<file path="src/rtl/lmps_pkg.sv">
// lmps_pkg: shared types and constants of the led matrix pixel store
`timescale 1ns / 1ps
`default_nettype none

package lmps_pkg;

  // matrix limits and derived store geometry
  localparam int MAX_WIDTH   = 64;
  localparam int MAX_HEIGHT  = 64;
  localparam int STORE_DEPTH = MAX_WIDTH * MAX_HEIGHT;
  localparam int IDX_W       = $clog2(STORE_DEPTH);

  // fixed field widths
  localparam int DIM_W    = 7;
  localparam int COORD_W  = 6;
  localparam int LAYOUT_W = 4;
  localparam int COLOR_W  = 24;
  localparam int MASK_W   = 3;
  localparam int CFG_IDX_W = 2;

  // command codes
  typedef enum logic [1:0] {
    CMD_WRITE      = 2'd0,
    CMD_READ_XY    = 2'd1,
    CMD_READ_CHAIN = 2'd2,
    CMD_CLEAR      = 2'd3
  } cmd_e;

  // configuration register indexes
  localparam logic [CFG_IDX_W-1:0] CFG_WIDTH  = 2'd0;
  localparam logic [CFG_IDX_W-1:0] CFG_HEIGHT = 2'd1;
  localparam logic [CFG_IDX_W-1:0] CFG_LAYOUT = 2'd2;

  // address generation result
  typedef struct packed {
    logic [IDX_W-1:0] idx;   // store address for the command
    logic [IDX_W-1:0] last;  // last entry of the active matrix
    logic             oor;   // coordinate or chain position outside the matrix
  } map_res_t;

endpackage

`default_nettype wire

</file>
<file path="src/rtl/lmps_map.sv">
// lmps_map: coordinate to chain position mapping and range checks
`timescale 1ns / 1ps
`default_nettype none

module lmps_map (
  input  lmps_pkg::cmd_e                   cmd_i,
  input  wire logic [lmps_pkg::COORD_W-1:0]  row_i,
  input  wire logic [lmps_pkg::COORD_W-1:0]  col_i,
  input  wire logic [lmps_pkg::IDX_W-1:0]    pos_i,
  input  wire logic [lmps_pkg::DIM_W-1:0]    width_i,
  input  wire logic [lmps_pkg::DIM_W-1:0]    height_i,
  input  wire logic [lmps_pkg::LAYOUT_W-1:0] layout_i,
  output lmps_pkg::map_res_t               res_o
);
  import lmps_pkg::*;

  logic [DIM_W-1:0]     w, h;
  logic [COORD_W-1:0]   ri, rj;
  logic [COORD_W-1:0]   major, minor;
  logic [DIM_W-1:0]     stride;
  logic [2*DIM_W-1:0]   total;
  logic [2*DIM_W-1:0]   lin;
  logic                 w_par, h_par;
  logic                 xy_oor, pos_oor;

  // clamp the size registers to 1..max
  always_comb begin
    if (width_i == '0)                         w = DIM_W'(1);
    else if (width_i > DIM_W'(MAX_WIDTH))      w = DIM_W'(MAX_WIDTH);
    else                                       w = width_i;
    if (height_i == '0)                        h = DIM_W'(1);
    else if (height_i > DIM_W'(MAX_HEIGHT))    h = DIM_W'(MAX_HEIGHT);
    else                                       h = height_i;
  end

  // mirrored coordinates and far-edge parities
  assign ri    = COORD_W'(h - DIM_W'(1) - {1'b0, row_i});
  assign rj    = COORD_W'(w - DIM_W'(1) - {1'b0, col_i});
  assign w_par = w[0] ^ col_i[0];
  assign h_par = h[0] ^ row_i[0];

  // layout select: bit 2 picks row-major strides
  always_comb begin
    unique case (layout_i)
      4'd0:  begin major = col_i; minor = col_i[0] ? ri : row_i; end
      4'd1:  begin major = col_i; minor = row_i; end
      4'd2:  begin major = rj;    minor = w_par ? row_i : ri; end
      4'd3:  begin major = rj;    minor = row_i; end
      4'd4:  begin major = row_i; minor = row_i[0] ? rj : col_i; end
      4'd5:  begin major = row_i; minor = col_i; end
      4'd6:  begin major = row_i; minor = row_i[0] ? col_i : rj; end
      4'd7:  begin major = row_i; minor = rj; end
      4'd8:  begin major = col_i; minor = col_i[0] ? row_i : ri; end
      4'd9:  begin major = col_i; minor = ri; end
      4'd10: begin major = rj;    minor = w_par ? ri : row_i; end
      4'd11: begin major = rj;    minor = ri; end
      4'd12: begin major = ri;    minor = h_par ? col_i : rj; end
      4'd13: begin major = ri;    minor = col_i; end
      4'd14: begin major = ri;    minor = h_par ? rj : col_i; end
      default: begin major = ri;  minor = rj; end
    endcase
    stride = layout_i[2] ? w : h;
  end

  assign lin   = ({{(2*DIM_W-COORD_W){1'b0}}, major} * {{DIM_W{1'b0}}, stride})
               + {{(2*DIM_W-COORD_W){1'b0}}, minor};
  assign total = {{DIM_W{1'b0}}, w} * {{DIM_W{1'b0}}, h};

  // range checks
  assign xy_oor  = ({1'b0, row_i} >= h) || ({1'b0, col_i} >= w);
  assign pos_oor = {{(2*DIM_W-IDX_W){1'b0}}, pos_i} >= total;

  always_comb begin
    res_o.last = IDX_W'(total - (2*DIM_W)'(1));
    unique case (cmd_i)
      CMD_WRITE, CMD_READ_XY: begin
        res_o.idx = IDX_W'(lin);
        res_o.oor = xy_oor;
      end
      CMD_READ_CHAIN: begin
        res_o.idx = pos_i;
        res_o.oor = pos_oor;
      end
      default: begin
        res_o.idx = '0;
        res_o.oor = 1'b0;
      end
    endcase
  end

endmodule

`default_nettype wire

</file>
<file path="config.mk">
export PLATFORM = sky130hd
export DESIGN_NAME = lmps_map
export DESIGN_NICKNAME = d
export VERILOG_FILES = /design/src/rtl/lmps_pkg.sv /design/src/rtl/lmps_map.sv
export SDC_FILE = /design/constraint.sdc
export NUM_CORES = 1
export LEC_CHECK = 0
export BUFFER_PORTS_ARGS = -buffer_cell sky130_fd_sc_hd__buf_4
export CAP_MARGIN = 0
export CORE_ASPECT_RATIO = 0.8
export CORE_MARGIN = 2
export CORE_UTILIZATION = 65
export DETAILED_ROUTE_END_ITERATION = 12
export PLACE_DENSITY = 0.88
export REMOVE_ABC_BUFFERS = 1
export SLEW_MARGIN = 30
export SYNTH_ARGS = -nofsm -noshare
export SYNTH_HDL_FRONTEND = slang
export SYNTH_SLANG_ARGS = --single-unit
</file>
<file path="constraint.sdc">
create_clock -name vclk -period 14.5
set_input_delay 2.9 -clock vclk [all_inputs]
set_output_delay 2.9 -clock vclk [all_outputs]
set_load 0.03 [all_outputs]
</file>
==> results of run 1 <==
-- report_power, final --
group	internal, mW	switching, mW	total [mW]
combinational	0.163	0.256	0.419
clock	0	0	0
sequential	0	0	0
-- cells by family (layout without fill, tap and decap cells) --
| family | Yosys count | after routing |
|---|---|---|
| muxes | 13 | 13 |
| xor gates and xnor gates | 40 | 40 |
| and+or+nand+nor | 244 | 244 |
| AOI/OAI and AO/OA | 163 | 163 |
| adders and majority gates | 145 | 145 |
| buffers and inverters | 140 | 183 |
-- worst max-delay path, delay by kind of cell --
family | cells | cell delay (ps)
fa+ha+maj | 7 | 3040
compound gates | 8 | 1340
simple gates | 4 | 950
buf+inv | 8 | 790
mux | 2 | 460
xor+xnor | 1 | 240
-- final cells by class --
type / count / area, µm²
inverter: 113 / 424
fill: 647 / 2040
tap: 108 / 135
timing repair buffer: 70 / 526
multi-input combinational: 605 / 4860
-- Yosys cell counts, drive strengths merged, types with 11 or more instances --
| cell | instances |
|---|---|
| inv | 112 |
| ha | 96 |
| nor2 | 87 |
| nand2 | 72 |
| o21ai | 53 |
| fa | 49 |
| a21oi | 37 |
| xnor2 | 32 |
| clkbuf | 19 |
| or2 | 17 |
| nor2b | 16 |
| a21o | 11 |
| nand3 | 11 |
-- per-stage QoR --
stage	worst slack (ps)	cells	hold slack, ps
floorplan	2150	718	5990
global placement	2130	896	6150
detailed placement	1920	896	6150
CTS	1900	896	6150
global route	1370	896	6160
finish	1860	896	6150
-- how the worst max path moves through the flow --
stage,from,endpoint,slack [ps],cells after the start
2_1_floorplan,width_i[2],res_o[24],2150,28
3_3_place_gp,width_i[2],res_o[24],2130,30
3_5_place_dp,width_i[2],res_o[24],1920,30
4_1_cts,width_i[2],res_o[24],1900,30
5_1_grt,width_i[2],res_o[24],1370,30
6_report,width_i[2],res_o[24],1860,30
-- metal layers --
| metal | wire length, µm | share of wire (%) | GRT usage, % |
|---|---|---|---|
| met1 | 6030 | 42 | 44.5 |
| met2 | 6850 | 48 | 59.1 |
| met3 | 1190 | 8.3 | 2.92 |
| met4 | 187 | 1.3 | 4.19 |
| met5 | 0 | 0 | 0 |
==> run metrics, run 1 <==
Initial DRT Pass Iterations=6; Post-Synthesis Cells=about 750; drt via density=6.00; end-of-flow core utilization=74.4%; post-CTS setup buffer count=0; Final Max Slew Viols=0; required time of the critical path=~12000 ps; global-route wire length before repair=24500 µm; peak supply drop=106 µV; DRC errors left=0; slowest CP cell=fa_1; Adder-Cell Fraction of Synth Area=40.5%; clock buf count=0; Syn-to-layout area delta=10.3%; Starting Density=roughly 67%; Max Clock Freq=approximately 0.08 GHz; class of the worst hold path=in2out; vias in the first global route=5345; portion of netlist area occupied by mux cells=2.51%; die area=about 0.0090 mm²; Pwr per Cell Area=about 70 mW/mm²; number of flip-flops and latches=0; status=finished, final reports clean; GP Congestion=around 0.93; fin area=about 0.0059 mm²; Sequential Area=0 µm²; Detail Route Antenna Nets=0; Top cell by count, worst path=inv_1; min-delay src=pos_i[4]; Yosys cell types=between 60 and 70; Seq/Total Area, Yosys=0%; fin nets=slightly below 1000; Fin. Hold Viols=0; post-DP HPWL=roughly 12000 µm; worst hold endpoint=res_o[17]; CP arrival=slightly below 10000 ps; Yosys top cell area share=22.3%; core area=~0.008 mm²; largest area contributor in the netlist=ha_1; syn_area_per_cell=7.23 µm²; Hold Crit Depth=4; GRT overflow=0; largest family of logic cells by synthesized area=adder cells; Ys Warns=0; PostCTS Resize Cnt=0; DP Area=between 0.005 and 0.006 mm²; commonest non-fill, non-tap cell in the layout=inv_1; Synth Area in Compound Gates=19.1%; Setup TNS Final=0 ps; Slew HR=between 30% and 40%; row cnt=29; largest net degree at the start of global routing=47; WL/cell=approximately 16 µm; total power=approximately 420 µW; commonest cells after routing, fill and taps aside=inv_1, ha_1, nor2_1; GRT Overall Usage=around a third; synthesized area=roughly 0.0054 mm²; Simple-Gate Fraction of Synth Area=a little over a fifth; Die W=106 µm; period utilization=a little under 90%; antenna violations before repair=0; fin crit period=12640 ps; hold buffer count at cts=0; RSZ-0062 raised after global routing=false; Max-cap violations=0; static leakage=between 3 and 4 nW; I/O pin cnt=69; worst setup path class=in2out; critical-path maximum fanout=7; crit end category=output port; largest stage delay on the critical path=540 ps; xor/xnor share of the synthesized area=under 10%; ranking of synthesized cells by area=ha_1, fa_1, inv_1, nor2_1, xnor2_1; Slew @ Worst Pin=~900 ps; Die Y=between 80 and 90 µm; Setup-failing EPs final=0; drt total wl=14300 µm; diodes inserted=0; layout cells sized above 1=12.2%; crit start category=primary input; drt first-iter violations=around 400; I/O Buffers=a little under 70; Vias=between 5000 and 6000
Power figures use the tool's default switching activity.
==> run 2: changes to the inputs <==
- CORE_UTILIZATION: 65 -> 60
- PLACE_DENSITY: 0.88 -> 0.82
==> run metrics, run 2 (same netlist as run 1, synthesis figures left out) <==
clock buf count=0 (unchanged); fin crit period=12690 ps (+48.7 ps); Die W=110 µm (+3.9%); GP Congestion=0.931 (+0.27%); sequential share of power=0% (unchanged); number of flip-flops and latches=0 (unchanged); Final Max Slew Viols=0 (unchanged); required time of the critical path=11600 ps (about the same); Detail Route Antenna Nets=0 (unchanged); diodes inserted=0 (unchanged); vias in the first global route=5194 (-2.8%); row cnt=30 (+3.4%); crit end category=output port; Setup TNS Final=0 ps (unchanged); post-DP HPWL=12100 µm (+1.3%); static leakage=3.09 nW (+0.17%); Top cell by count, worst path=inv_1; switch share=60.7% (-0.33 points); Placed Cells=901 (+0.56%); die area=0.00976 mm² (+8.0%); DRC errors left=0 (unchanged); GRT Overall Usage=30.6% (-2.3 points); layout cells sized above 1=12.3% (+0.11 points); fin nets=980 (+0.10%); Pwr per Cell Area=70.1 mW/mm² (-0.58%); WL/cell=16.0 µm (+0.26%); largest net degree at the start of global routing=47 (unchanged); Int Pwr=164 µW (+0.48%); Min Hold Slack=6150 ps (+2.24 ps); slowest CP cell=fa_1; largest stage delay on the critical path=540 ps (about the same); Slew HR=39.8% (-0.094 points); DP Area=0.00595 mm² (+0.21%); worst setup path class=in2out; commonest cells after routing, fill and taps aside=inv_1, ha_1, nor2_1; Slew @ Worst Pin=901 ps (+1.41 ps); crit start category=primary input; sw power=253 µW (-0.92%); Vias=5356 (-0.30%); RSZ-0062 raised after global routing=false; CP arrival=9790 ps (+50 ps); Layout Cells excl Fill=901 (+0.56%); Clock Power Share=0% (unchanged); drt via density=5.94 (-0.85%); I/O pin cnt=69 (unchanged); Fin. Hold Viols=0 (unchanged); global-route wire length before repair=24100 µm (-1.9%); period utilization=87.5% (+0.34 points); Max-cap violations=0 (unchanged); commonest non-fill, non-tap cell in the layout=inv_1; hold buffer count at cts=0 (unchanged); Syn-to-layout area delta=10.5%; drt total wl=14400 µm (+0.82%); Starting Density=62.7% (-4.8 points); Hold Crit Depth=4 (unchanged); antenna violations before repair=0 (unchanged); peak supply drop=54.3 µV (-49%); PostCTS Resize Cnt=0 (unchanged); GRT overflow=0 (unchanged); drt first-iter violations=445 (+12%); post-CTS setup buffer count=0 (unchanged); Die Y=88.8 µm (+3.9%); Initial DRT Pass Iterations=5 (-1); I/O Buffers=69 (unchanged); core area=0.00860 mm² (+7.7%); Max Clock Freq=0.0788 GHz (-0.38%); launch point of the critical path=width_i[2]; combinational power share=100.0% (about the same); Setup-failing EPs final=0 (unchanged); min-delay src=pos_i[5]; class of the worst hold path=in2out; fin area=0.00595 mm² (+0.21%); total power=417 µW (-0.37%); Sequential Area=0 µm² (unchanged); critical-path maximum fanout=7 (unchanged); status=finished, final reports clean
## run 2: cell types whose count changed in the layout (fill, tap and decap cells not counted)
cell	change
buf_4	+1
## run 2: critical path: cells and delay by family
family / cells / cell delay (ps)
multiplexers: 2 / 440
AO/OA/AOI/OAI: 9 / 1450
adder cells (fa/ha/maj): 7 / 3050
buffers and inverters: 8 / 820
AND/OR/NAND/NOR: 3 / 860
XOR/XNOR: 1 / 250
## run 2: area by class of cell
cell class / instances / area, µm²
Multi-Input combinational cell: 605 / 4860
Fill cell: 746 / 2640
Timing Repair Buffer: 71 / 533
Inverter: 113 / 424
Tap cell: 112 / 140
## run 2: through the flow
step                      setup slack [ps]  utilization, %
after floorplan                       2150               -
after global placement                2120            69.3
after detailed placement              1880            69.3
after CTS                             1880            69.3
after global routing                  1490            69.3
final                                 1810            69.3
## run 2: path summary, 6_finish.rpt
check / to / slack, ps
min: res_o[18] / 6150
max: res_o[24] / 1810
## run 2: routing by layer
layer	share of wire (%)	track usage, %	wire length, µm
met1	43	41.9	6190
met2	48	54.8	6950
met3	7.3	1.91	1050
met4	1.3	3.45	182
met5	0	0	0
## run 2: power by group through the flow
stage,combinational (mW),clock (mW),sequential (mW)
5_1_grt,0.461,0,0
4_1_cts,0.414,0,0
3_3_place_gp,0.400,0,0
6_report,0.417,0,0
3_5_place_dp,0.411,0,0
2_1_floorplan,0.284,0,0
==> run 3: changes to the inputs <==
- CORE_UTILIZATION: 60 -> 40
- PLACE_DENSITY: 0.82 -> unset
==> run metrics, run 3 (same netlist as run 1, synthesis figures left out) <==
status=finished, final reports clean; largest stage delay on the critical path=540 ps (about the same); number of flip-flops and latches=0 (unchanged); Critical path buffers and inverters=8 (unchanged); Setup TNS Final=0 ps (unchanged); met2 GRT Util=37.8% (-17 points); post-CTS setup buffer count=0 (unchanged); Slew HR=38.4% (-1.4 points); I/O Buffers=69 (unchanged); Min Hold Slack=6160 ps (+4.36 ps); Die Y=108 µm (+21%); Initial DRT Pass Iterations=5 (unchanged); peak supply drop=51.0 µV (-6.1%); WL/cell=15.3 µm (-3.8%); Syn-to-layout area delta=12.0%; worst setup path class=in2out; antenna violations before repair=0 (unchanged); drt first-iter violations=294 (-34%); Sequential Area=0 µm² (unchanged); commonest non-fill, non-tap cell in the layout=inv_1; GRT Overall Usage=20.8% (-9.8 points); Max-cap violations=0 (unchanged); CP delay by family, top=adder cells; commonest cells after routing, fill and taps aside=inv_1, ha_1, nor2_1; drt total wl=14800 µm (+2.9%); crit end category=output port; critical-path maximum fanout=7 (unchanged); RSZ-0062 raised after global routing=false; layout cells sized above 1=12.3% (unchanged); class of the worst hold path=in2out; static leakage=3.09 nW (unchanged); Starting Density=41.4% (-21 points); Fin. Hold Viols=0 (unchanged); Detail Route Antenna Nets=0 (unchanged); I/O pin cnt=69 (unchanged); diodes inserted=0 (unchanged); DRC errors left=0 (unchanged); Final Max Slew Viols=0 (unchanged); fin crit period=12640 ps (-44.9 ps); crit start category=primary input; layout filler cell count=1338 (+79%); Vias=5257 (-1.8%); post-DP HPWL=12400 µm (+3.1%); drt via density=5.45 (-8.3%); layer with the highest usage=met2; row cnt=37 (+23%); global-route wire length before repair=24900 µm (+3.5%); min-delay src=pos_i[7]; period utilization=87.2% (-0.31 points); grt met3 use=0.471% (-1.4 points); met1 Track Usage GR=28.5% (-13 points); core area=0.0130 mm² (+51%); PostCTS Resize Cnt=0 (unchanged); hold buffer count at cts=0 (unchanged); clock buf count=0 (unchanged); Pwr per Cell Area=68.7 mW/mm² (-1.9%); launch point of the critical path=width_i[2]; required time of the critical path=11600 ps (about the same); Setup-failing EPs final=0 (unchanged); vias in the first global route=5264 (+1.3%); Top cell by count, worst path=inv_1; largest net degree at the start of global routing=47 (unchanged); Slew @ Worst Pin=923 ps (+21.5 ps); Die W=134 µm (+22%); Hold Crit Depth=4 (unchanged); GRT overflow=0 (unchanged); GP Congestion=0.916 (-1.6%); worst hold endpoint=res_o[20]; CP arrival=9740 ps (-50 ps); slowest CP cell=fa_1; fin nets=980 (unchanged); die area=0.0144 mm² (+48%); Max Clock Freq=0.0791 GHz (+0.36%)
-- run 3: cell counts in the layout (fill, tap and decap cells not counted) --
Identical to the previous run, type by type.
-- run 3: through the flow --
stage | setup WS [ps] | cell area (µm²) | instances | power (mW) | utilization (%)
2_1_floorplan | 2150 | 5280 | 718 | 0.284 | -
3_3_place_gp | 2090 | 6030 | 964 | 0.407 | 46.4
3_5_place_dp | 1900 | 6030 | 964 | 0.411 | 46.4
4_1_cts | 1900 | 6030 | 964 | 0.415 | 46.4
5_1_grt | 1340 | 6030 | 964 | 0.462 | 46.4
6_report | 1860 | 6030 | 964 | 0.415 | 46.4
-- run 3: routing by layer --
| metal | vias to the layer above | wire [µm] |
|---|---|---|
| li1 | 2582 | - |
| met2 | 125 | 7190 |
| met5 | - | 0 |
| met1 | 2538 | 6900 |
| met4 | 0 | 170 |
| met3 | 12 | 522 |
-- run 3: power breakdown --
group	internal (mW)	leakage [nW]	switching, mW
sequential	0	0	0
clock	0	0	0
combinational	0.163	3.09	0.252
-- run 3: worst max path at each step --
stage                      to  slack (ps)  cells after the start
floorplan           res_o[24]        2150                     28
global placement    res_o[24]        2090                     30
detailed placement  res_o[24]        1900                     30
CTS                 res_o[24]        1900                     30
global route        res_o[24]        1340                     30
finish              res_o[24]        1860                     30
-- run 3: final cells by class --
type	count	area [µm²]	share of cell area, %
inverter	113	424	7.03
tap	175	219	3.63
timing repair buffer	71	533	8.84
multi-input combinational	605	4860	80.5
